==> config.mk <==
export PLATFORM = sky130hd
export DESIGN_NAME = shake_gesture_detector
export DESIGN_NICKNAME = d
export VERILOG_FILES = /design/src/rtl/sgd_pkg.sv /design/src/rtl/sgd_cell.sv /design/src/rtl/sgd_mag.sv /design/src/rtl/shake_gesture_detector.sv
export VERILOG_INCLUDE_DIRS = /design/src /design/src/rtl
export SDC_FILE = /design/constraint.sdc
export NUM_CORES = 2
export LEC_CHECK = 0
export BUFFER_PORTS_ARGS = -buffer_cell sky130_fd_sc_hd__buf_4
export CORE_MARGIN = 1.5
export CORE_UTILIZATION = 60
export DETAILED_ROUTE_END_ITERATION = 10
export GPL_TIMING_DRIVEN = 0
export PLACE_DENSITY_LB_ADDON = 0.08
export RECOVER_POWER = 50
export SKIP_LAST_GASP = 1
export SYNTH_ARGS = -nofsm -noshare
export SYNTH_HDL_FRONTEND = slang
export SYNTH_SLANG_ARGS = --single-unit
==> constraint.sdc <==
create_clock -name clk -period 10.9 [get_ports clk]
set_clock_uncertainty 0.05 [all_clocks]
set_input_delay 2.725 -clock clk [delete_from_list [all_inputs] [get_ports clk]]
set_output_delay 2.725 -clock clk [all_outputs]
set_load 0.02 [all_outputs]
==> src/rtl/shake_gesture_detector_macros.svh <==
// Assertion macros used by the RTL that carries checks.
`ifndef SHAKE_GESTURE_DETECTOR_MACROS_SVH
`define SHAKE_GESTURE_DETECTOR_MACROS_SVH

`ifndef ASSERT_OFF
// A property that must hold at every clock edge outside reset.
`define SGD_ASSERT(lbl, clk, rst_n, prop, msg) \
	lbl: assert property (@(posedge clk) disable iff (!rst_n) (prop)) else $error(msg);
// A condition that must be followed by another one in the next cycle.
`define SGD_ASSERT_NEXT(lbl, clk, rst_n, ante, cons, msg) \
	lbl: assert property (@(posedge clk) disable iff (!rst_n) (ante) |=> (cons)) \
		else $error(msg);
`else
`define SGD_ASSERT(lbl, clk, rst_n, prop, msg)
`define SGD_ASSERT_NEXT(lbl, clk, rst_n, ante, cons, msg)
`endif

`endif

==> src/rtl/sgd_pkg.sv <==
`default_nettype none

package sgd_pkg;

	// Field widths.
	localparam int STAMP_W   = 32;
	localparam int AXIS_W    = 16;
	localparam int MIN_W     = 5;
	localparam int HELD_W    = 5;
	localparam int MS_W      = 16;
	localparam int CFG_W     = 32;
	localparam int CFG_IDX_W = 3;

	// Configuration register indexes.
	localparam logic [CFG_IDX_W-1:0] REG_POLL_INTERVAL = 3'd0;
	localparam logic [CFG_IDX_W-1:0] REG_JOLT_WINDOW   = 3'd1;
	localparam logic [CFG_IDX_W-1:0] REG_JOLT_MIN      = 3'd2;
	localparam logic [CFG_IDX_W-1:0] REG_COOLDOWN      = 3'd3;
	localparam logic [CFG_IDX_W-1:0] REG_HIGH_SQ       = 3'd4;
	localparam logic [CFG_IDX_W-1:0] REG_LOW_SQ        = 3'd5;

	// Register values after reset.
	localparam logic [MS_W-1:0]    RST_POLL_INTERVAL = 16'd20;
	localparam logic [MS_W-1:0]    RST_JOLT_WINDOW   = 16'd700;
	localparam logic [MIN_W-1:0]   RST_JOLT_MIN      = 5'd4;
	localparam logic [MS_W-1:0]    RST_COOLDOWN      = 16'd1200;
	localparam logic [STAMP_W-1:0] RST_HIGH_SQ       = 32'd60565749;
	localparam logic [STAMP_W-1:0] RST_LOW_SQ        = 32'd167773;

	// Sequencer states, one-hot.
	typedef enum logic [5:0] {
		ST_IDLE    = 6'b000001,
		ST_GATE    = 6'b000010,
		ST_COMPACT = 6'b000100,
		ST_APPEND  = 6'b001000,
		ST_FIRE    = 6'b010000,
		ST_DONE    = 6'b100000
	} st_t;

	// Per-cell control: take the right neighbor's stamp, or load the new stamp.
	typedef struct packed {
		logic shift;
		logic load;
	} cell_ctl_t;

endpackage

`default_nettype wire

==> src/rtl/sgd_cell.sv <==
`default_nettype none

module sgd_cell (
	input  wire logic                        clk,
	input  wire sgd_pkg::cell_ctl_t          ctl,
	input  wire logic [sgd_pkg::STAMP_W-1:0] load_data,
	input  wire logic [sgd_pkg::STAMP_W-1:0] right_data,
	output logic      [sgd_pkg::STAMP_W-1:0] stamp
);
	import sgd_pkg::*;

	logic [STAMP_W-1:0] stamp_q;

	// A new stamp wins over a shift; otherwise the cell holds.
	always_ff @(posedge clk) begin
		if (ctl.load) begin
			stamp_q <= load_data;
		end else if (ctl.shift) begin
			stamp_q <= right_data;
		end
	end

	assign stamp = stamp_q;

endmodule

`default_nettype wire

==> src/rtl/sgd_mag.sv <==
`default_nettype none

module sgd_mag (
	input  wire logic                               clk,
	input  wire logic                               en,
	input  wire logic signed [sgd_pkg::AXIS_W-1:0]  acc_x,
	input  wire logic signed [sgd_pkg::AXIS_W-1:0]  acc_y,
	input  wire logic signed [sgd_pkg::AXIS_W-1:0]  acc_z,
	output logic             [sgd_pkg::STAMP_W-1:0] sq_sum
);
	import sgd_pkg::*;

	logic signed [2*AXIS_W-1:0] sq_x, sq_y, sq_z;
	logic        [2*AXIS_W-1:0] sq_x_s1, sq_y_s1, sq_z_s1;

	// Each square is at most 2^30, so the signed product is never negative.
	assign sq_x = acc_x * acc_x;
	assign sq_y = acc_y * acc_y;
	assign sq_z = acc_z * acc_z;

	always_ff @(posedge clk) begin
		if (en) begin
			sq_x_s1 <= $unsigned(sq_x);
			sq_y_s1 <= $unsigned(sq_y);
			sq_z_s1 <= $unsigned(sq_z);
		end
	end

	// The sum is at most 3 * 2^30 and fits in 32 bits.
	assign sq_sum = STAMP_W'(sq_x_s1 + sq_y_s1 + sq_z_s1);

endmodule

`default_nettype wire

==> src/rtl/shake_gesture_detector.sv <==
// Shake gesture detector. Each request carries a millisecond time, a read
// status, three raw accelerometer axes and a finger-down flag, and yields
// exactly one result. A request inside the poll interval only reports the
// counters. The squared magnitude is tested against two bounds; on a jolt,
// the stamps held in a chain of JOLT_SLOTS cells are compacted by shifting
// the expired ones out, one stored stamp per cycle, and the new stamp is
// appended. The compaction pass walks the stamps held before the jolt,
// at most JOLT_SLOTS; a gated request, a failed read or a request
// without a jolt skips it. A finished result waits in the output
// register while the next request is taken. Configuration writes are
// taken at any time and act at once.
`default_nettype none

`include "shake_gesture_detector_macros.svh"

module shake_gesture_detector #(
	parameter int JOLT_SLOTS = 16
) (
	input  wire logic                                clk,
	input  wire logic                                arst_n,
	// Configuration port.
	input  wire logic                                cfg_we,
	input  wire logic [sgd_pkg::CFG_IDX_W-1:0]       cfg_index,
	input  wire logic [sgd_pkg::CFG_W-1:0]           cfg_data,
	// Request channel.
	input  wire logic                                in_valid,
	output logic                                     in_stall,
	input  wire logic [sgd_pkg::STAMP_W-1:0]         now_ms,
	input  wire logic                                sample_ok,
	input  wire logic signed [sgd_pkg::AXIS_W-1:0]   acc_x,
	input  wire logic signed [sgd_pkg::AXIS_W-1:0]   acc_y,
	input  wire logic signed [sgd_pkg::AXIS_W-1:0]   acc_z,
	input  wire logic                                finger_down,
	// Result channel.
	output logic                                     out_valid,
	input  wire logic                                out_stall,
	output logic                                     polled,
	output logic                                     jolt_seen,
	output logic                                     shake_fired,
	output logic [sgd_pkg::STAMP_W-1:0]              shake_count,
	output logic [sgd_pkg::STAMP_W-1:0]              read_failures,
	output logic [sgd_pkg::HELD_W-1:0]               held_jolts
);
	import sgd_pkg::*;

	localparam int CNT_W = $clog2(JOLT_SLOTS + 1);
	localparam int IDX_W = (JOLT_SLOTS > 1) ? $clog2(JOLT_SLOTS) : 1;
	localparam int CMP_W = (CNT_W > MIN_W) ? CNT_W : MIN_W;
	localparam logic [CNT_W-1:0] SLOTS_C = CNT_W'(JOLT_SLOTS);

	// Configuration registers.
	logic [MS_W-1:0]    poll_interval_q;
	logic [MS_W-1:0]    jolt_window_q;
	logic [MIN_W-1:0]   jolt_min_q;
	logic [MS_W-1:0]    cooldown_q;
	logic [STAMP_W-1:0] high_sq_q;
	logic [STAMP_W-1:0] low_sq_q;

	// Detector state.
	st_t                state_q;
	logic [STAMP_W-1:0] last_poll_q;
	logic [STAMP_W-1:0] cooldown_end_q;
	logic [STAMP_W-1:0] shake_cnt_q;
	logic [STAMP_W-1:0] fail_cnt_q;
	logic [CNT_W-1:0]   total_q;
	logic [CNT_W-1:0]   ptr_q;

	// Latched request and per-request flags.
	logic [STAMP_W-1:0] now_q;
	logic               ok_q;
	logic               finger_q;
	logic               polled_q;
	logic               jolt_q;
	logic               fired_q;

	// Result register.
	logic               out_valid_q;
	logic               res_polled_q;
	logic               res_jolt_q;
	logic               res_fired_q;
	logic [STAMP_W-1:0] res_shake_q;
	logic [STAMP_W-1:0] res_fail_q;
	logic [HELD_W-1:0]  res_held_q;

	logic               in_accept;
	logic               out_free;
	logic [STAMP_W-1:0] sq_sum;
	logic               gated;
	logic               is_jolt;
	logic [STAMP_W-1:0] head_stamp;
	logic               keep;
	logic               ptr_done;
	logic               fire_go;
	cell_ctl_t          cell_ctl  [JOLT_SLOTS];
	logic [STAMP_W-1:0] cell_stamp[JOLT_SLOTS];

	assign in_stall  = (state_q != ST_IDLE);
	assign in_accept = in_valid && !in_stall;
	assign out_free  = !out_valid_q || !out_stall;

	// Configuration writes; unknown indexes are ignored.
	always_ff @(posedge clk or negedge arst_n) begin
		if (!arst_n) begin
			poll_interval_q <= RST_POLL_INTERVAL;
			jolt_window_q   <= RST_JOLT_WINDOW;
			jolt_min_q      <= RST_JOLT_MIN;
			cooldown_q      <= RST_COOLDOWN;
			high_sq_q       <= RST_HIGH_SQ;
			low_sq_q        <= RST_LOW_SQ;
		end else if (cfg_we) begin
			case (cfg_index)
				REG_POLL_INTERVAL: poll_interval_q <= cfg_data[MS_W-1:0];
				REG_JOLT_WINDOW:   jolt_window_q   <= cfg_data[MS_W-1:0];
				REG_JOLT_MIN:      jolt_min_q      <= cfg_data[MIN_W-1:0];
				REG_COOLDOWN:      cooldown_q      <= cfg_data[MS_W-1:0];
				REG_HIGH_SQ:       high_sq_q       <= cfg_data;
				REG_LOW_SQ:        low_sq_q        <= cfg_data;
				default: begin
				end
			endcase
		end
	end

	// Squared magnitude, captured as the request is taken.
	sgd_mag u_mag (
		.clk    (clk),
		.en     (in_accept),
		.acc_x  (acc_x),
		.acc_y  (acc_y),
		.acc_z  (acc_z),
		.sq_sum (sq_sum)
	);

	// Poll gate and jolt test.
	assign gated   = (now_q - last_poll_q) < STAMP_W'(poll_interval_q);
	assign is_jolt = (sq_sum > high_sq_q) || (sq_sum < low_sq_q);

	// Compaction looks at the stamp under the pointer.
	assign head_stamp = cell_stamp[ptr_q[IDX_W-1:0]];
	assign keep       = (now_q - head_stamp) <= STAMP_W'(jolt_window_q);
	assign ptr_done   = (ptr_q >= total_q);

	// Fire test.
	assign fire_go = (CMP_W'(total_q) >= CMP_W'(jolt_min_q)) &&
		(now_q >= cooldown_end_q) && !finger_q;

	// Cell controls: expired stamps are squeezed out by shifting the tail left.
	always_comb begin
		for (int j = 0; j < JOLT_SLOTS; j++) begin
			cell_ctl[j].shift = (state_q == ST_COMPACT) && !ptr_done && !keep &&
				(CNT_W'(j) >= ptr_q);
			cell_ctl[j].load  = (state_q == ST_APPEND) && (total_q < SLOTS_C) &&
				(total_q == CNT_W'(j));
		end
	end

	// Chain of stamp cells.
	for (genvar g = 0; g < JOLT_SLOTS; g++) begin : g_cell
		logic [STAMP_W-1:0] right;
		if (g < JOLT_SLOTS - 1) begin : g_mid
			assign right = cell_stamp[g+1];
		end else begin : g_end
			assign right = cell_stamp[g];
		end
		sgd_cell u_cell (
			.clk        (clk),
			.ctl        (cell_ctl[g]),
			.load_data  (now_q),
			.right_data (right),
			.stamp      (cell_stamp[g])
		);
	end

	// Latch the request payload.
	always_ff @(posedge clk) begin
		if (in_accept) begin
			now_q    <= now_ms;
			ok_q     <= sample_ok;
			finger_q <= finger_down;
		end
	end

	// Sequencer and detector state.
	always_ff @(posedge clk or negedge arst_n) begin
		if (!arst_n) begin
			state_q        <= ST_IDLE;
			last_poll_q    <= '0;
			cooldown_end_q <= '0;
			shake_cnt_q    <= '0;
			fail_cnt_q     <= '0;
			total_q        <= '0;
			ptr_q          <= '0;
			polled_q       <= 1'b0;
			jolt_q         <= 1'b0;
			fired_q        <= 1'b0;
		end else begin
			case (state_q)
				ST_IDLE: begin
					if (in_accept) begin
						state_q <= ST_GATE;
					end
				end
				ST_GATE: begin
					jolt_q  <= 1'b0;
					fired_q <= 1'b0;
					if (gated) begin
						polled_q <= 1'b0;
						state_q  <= ST_DONE;
					end else begin
						polled_q    <= 1'b1;
						last_poll_q <= now_q;
						if (!ok_q) begin
							fail_cnt_q <= fail_cnt_q + 1'b1;
							state_q    <= ST_DONE;
						end else if (is_jolt) begin
							jolt_q  <= 1'b1;
							ptr_q   <= '0;
							state_q <= ST_COMPACT;
						end else begin
							state_q <= ST_FIRE;
						end
					end
				end
				ST_COMPACT: begin
					if (ptr_done) begin
						state_q <= ST_APPEND;
					end else if (keep) begin
						ptr_q <= ptr_q + 1'b1;
					end else begin
						total_q <= total_q - 1'b1;
					end
				end
				ST_APPEND: begin
					if (total_q < SLOTS_C) begin
						total_q <= total_q + 1'b1;
					end
					state_q <= ST_FIRE;
				end
				ST_FIRE: begin
					if (fire_go) begin
						cooldown_end_q <= now_q + STAMP_W'(cooldown_q);
						total_q        <= '0;
						shake_cnt_q    <= shake_cnt_q + 1'b1;
						fired_q        <= 1'b1;
					end
					state_q <= ST_DONE;
				end
				ST_DONE: begin
					if (out_free) begin
						state_q <= ST_IDLE;
					end
				end
				default: begin
					state_q <= ST_IDLE;
				end
			endcase
		end
	end

	// Result register valid.
	always_ff @(posedge clk or negedge arst_n) begin
		if (!arst_n) begin
			out_valid_q <= 1'b0;
		end else if ((state_q == ST_DONE) && out_free) begin
			out_valid_q <= 1'b1;
		end else if (!out_stall) begin
			out_valid_q <= 1'b0;
		end
	end

	// Result register payload.
	always_ff @(posedge clk) begin
		if ((state_q == ST_DONE) && out_free) begin
			res_polled_q <= polled_q;
			res_jolt_q   <= jolt_q;
			res_fired_q  <= fired_q;
			res_shake_q  <= shake_cnt_q;
			res_fail_q   <= fail_cnt_q;
			res_held_q   <= HELD_W'(total_q);
		end
	end

	assign out_valid     = out_valid_q;
	assign polled        = res_polled_q;
	assign jolt_seen     = res_jolt_q;
	assign shake_fired   = res_fired_q;
	assign shake_count   = res_shake_q;
	assign read_failures = res_fail_q;
	assign held_jolts    = res_held_q;

	// Checks.
	`SGD_ASSERT(a_total_bound, clk, arst_n, total_q <= SLOTS_C,
		"held stamp count exceeds the cell chain")
	`SGD_ASSERT(a_ptr_bound, clk, arst_n, (state_q != ST_COMPACT) || (ptr_q <= total_q),
		"compaction pointer ran past the held stamps")
	`SGD_ASSERT_NEXT(a_accept_gate, clk, arst_n, in_accept, state_q == ST_GATE,
		"accepted request did not reach the poll gate")
	`SGD_ASSERT_NEXT(a_fire_clear, clk, arst_n, (state_q == ST_FIRE) && fire_go,
		(total_q == '0) && (shake_cnt_q == $past(shake_cnt_q) + 1'b1),
		"shake did not clear the stamps and count")

endmodule

`default_nettype wire
==> results.md <==
- Run status: complete, but fails checks
- Violated checks: capacitance limit, slew limit
- Total wire length after detailed routing: 210.3 mm
- Die boundary height: 365.3 um
- Clock buffer depth: 3
- Final setup violating endpoints: 0
- Setup repair after global routing missed its margin: no
- Clock period minus worst slack: between 9 and 10 ns
- First-pass GRT wire length: 323.6 mm
- Largest fanout of any net on the critical path: 11
- CTS hold repair buffers: 0
- Drt first-iter violations: 4508
- CTS sink cnt: 976
- Critical Path Slowest Stage Cell: buf_1
- Register area share after synthesis: 0.3559
- Final HPWL from detailed placement: 163.2 mm
- Per-cell routed wire length: 23.45 um
- Instance count after placement with tap cells included: between 8k and 9k
- Average footprint of a synthesized cell: 11.61 sq um
- Pin count of the biggest net entering global routing: 112
- Max Slew Vio Count: 357
- Remaining routing DRC violations: 0
- Area growth from synthesis to final layout: 9.713%
- Max-cap violations: 9
- Data arrival time of the critical path: 10.36 ns
- Largest area contributor in the netlist: edfxtp_1
- TritonCTS clock tree: built
- Number of port buffers: ~190
- Endpoint required time on the critical path: around 11 ns
- Synthesized instance count: 6784
- Top flip-flop cell by instance count after synthesis: edfxtp_1
- Combined area of all synthesized cells: 0.07876 sq mm
- Fraction of layout cells with a size suffix above 1: 0.1550
- Count of cell types in the netlist: 92
- Buffer cell driving the clock tree root: clkbuf_16
- Core outline area: 0.1298 sq mm
- Initial antenna violation count: 6
- Via/cell ratio: 5.930
- Transition time at the pin with the least slew margin: 4.420 ns
- I/O pins: 196
- Number of hold-slack violations in the final timing report: 0
- Final Non-Filler Cells: 8966
- Cell with the most instances after synthesis: inv_1
- Via count of the first global-routing pass: 55.44k
- Total clock buffers created by CTS: around 100
- Startpoint kind of the worst setup timing path: flop
- Startpoint-to-endpoint class of the critical path: flop to flop
- Residual antenna-violating net count after detailed routing: 0
- Sort of element at the end of the critical path: flop
- Post-synthesis async set-or-reset flop share: 0.2715
- Max Freq: approximately 100 MHz
- Most numerous cell types in the synthesized netlist: 1246 x inv_1, 751 x fa_1, 711 x edfxtp_1, 535 x mux2_2, 516 x ha_1
- Flip-flop and latch count after synthesis: 976
- Number of nets at the end of the flow: approximately 8.5k
- Top cell by count, worst path: buf_8
- Number of setup buffers added after CTS: 0
- FP Rows: 132
- Total gr overflow: 0
- Worst path max stage delay: 0.96 ns
- First-pass iteration count of the detailed router: 6
- Synth top area cells: edfxtp_1 27%, fa_1 19%, ha_1 8.2%
- Synth top area share: 0.2711
- Die Span X: 365.3 um
- Area enclosed by the die boundary: 0.1334 sq mm
- Number of synthesized flops with an enable pin: ~710
- Routability-driven placement congestion ratio: 0.9374
- Overall Global Routing Usage: 0.3239
- Hold/Removal Path Class: flop to flop
- Number of levels in the clock H-tree: 3
- Skew-Pair Late Insertion Delay: approximately 0.74 ns
- Total number of vias: 53.17k
- Worst rel slew slack: -1.947
- Warnings, synthesis: 0
- Clock slew at the register clock pins of the worst setup and hold paths: 0.07 ns
- CTS-repair resized insts: 0
- Initial cell density of the core: 0.6067
- Final Cycle Share: 0.9108
-- registers in the layout (all words and copies together), names as in the netlist, 6 cells and up --
register and count:
g_cell.u_cell.stamp 512, cooldown_end_q 32, fail_cnt_q 32, high_sq_q 32, last_poll_q 32, low_sq_q 32, now_q 32, read_failures 32
shake_cnt_q 32, shake_count 32, u_mag.sq_x_s1 31, u_mag.sq_y_s1 31, u_mag.sq_z_s1 31, cooldown_q 16, jolt_window_q 16, poll_interval_q 16
state_q 6
-- kinds of logic (layout without fill, tap and decap cells) --
kind of cell / Yosys count / in the layout / synth area share
AO/OA/AOI/OAI: 769 / 769 / 0.06277
XOR/XNOR: 259 / 259 / 0.02880
adder cells (fa/ha/maj): 1267 / 1267 / 0.2729
buffers and inverters: 1506 / 1940 / 0.07243
flip-flops: 976 / 976 / 0.3559
multiplexers: 729 / 729 / 0.1268
other: 1 / 7 / 0.00004762
AND/OR/NAND/NOR: 1277 / 1277 / 0.08031
-- worst paths after layout --
| check | from | depth (start not counted) | endpoint | slack, ns |
|---|---|---|---|---|
| setup reg to reg | ptr_q[1] | 33 | g_cell[4].u_cell.stamp[10] | 0.97 |
| hold / removal | jolt_q | 0 | jolt_seen | 0.40 |
| min in group asynchronous | arst_n | 1 | high_sq_q[27] | 3.52 |
| max in group asynchronous | arst_n | 2 | fail_cnt_q[0] | 1.74 |
| setup / recovery | ptr_q[1] | 33 | g_cell[4].u_cell.stamp[10] | 0.97 |
| hold reg to reg | jolt_q | 0 | jolt_seen | 0.40 |
-- critical path: cells and delay by family (launching register included) --
family	cells	cell delay, ns
muxes	2	1.07
AOI/OAI and AO/OA	9	1.71
DFF	1	0.45
adders and majority gates	2	0.61
xor gates and xnor gates	1	0.10
and+or+nand+nor	10	2.48
buffers and inverters	9	3.14
-- placed cells by master (no fill, tap or decap), types with 16 or more instances in the layout --
cell          n
inv_1      1247
fa_1        751
edfxtp_1    711
mux2_2      534
ha_1        516
nand2_1     426
clkbuf_1    331
nor2_1      242
dfrtp_1     226
o21ai_0     194
a21oi_1     190
xnor2_1     169
mux4_2      159
and2_1      150
a21o_1      113
clkbuf_16   104
buf_4        91
xor2_1       90
nand3_1      69
nor3_1       67
nand4_1      59
and3_1       47
nand2b_1     43
dfstp_2      39
o21a_1       37
nor2b_1      36
clkbuf_4     33
clkinv_2     29
mux2_1       28
a211oi_1     24
o211ai_1     24
or3_1        23
nor4_1       22
a31oi_1      20
o21bai_1     16
-- layout make-up --
type,count,area (sq um)
clock inverter,73,743.2
sequential,976,28030
buffer,258,1025
antenna,4,10.01
inverter,1248,4684
tap,1742,2180
fill,10120,43410
clock buffer,122,2690
multi-input combinational,4304,45210
timing repair buffer,239,1833
-- routing by layer --
metal  up-vias  part of all wire  wire, um  GRT usage
met4         8             0.057     11910     0.1626
met5         -           0.00019        40          0
met1     26950              0.38     80940     0.4102
li1      23630                 -         -          -
met3       525             0.068     14380    0.04561
met2      2053              0.49    103000     0.5469
-- metrics by stage --
stage | TNS, ns | hold WS, ns | instance area, sq um | util | worst slack [ns]
2_1_floorplan | 0 | 0.3748 | 78760 | - | 0.8847
3_3_place_gp | -1454.63 | 0.3866 | 82350 | 0.6344 | -5.435
3_5_place_dp | 0 | 0.3853 | 83420 | 0.6426 | 0.5632
4_1_cts | 0 | 0.4054 | 86850 | 0.6690 | 0.8348
5_1_grt | 0 | 0.4121 | 86400 | 0.6655 | 0.2643
6_report | 0 | 0.4045 | 86410 | 0.6656 | 0.9723
Power is left out: the tool's default activity adds up to more than one toggle a clock period on the data nets, which glitch-free logic cannot reach.
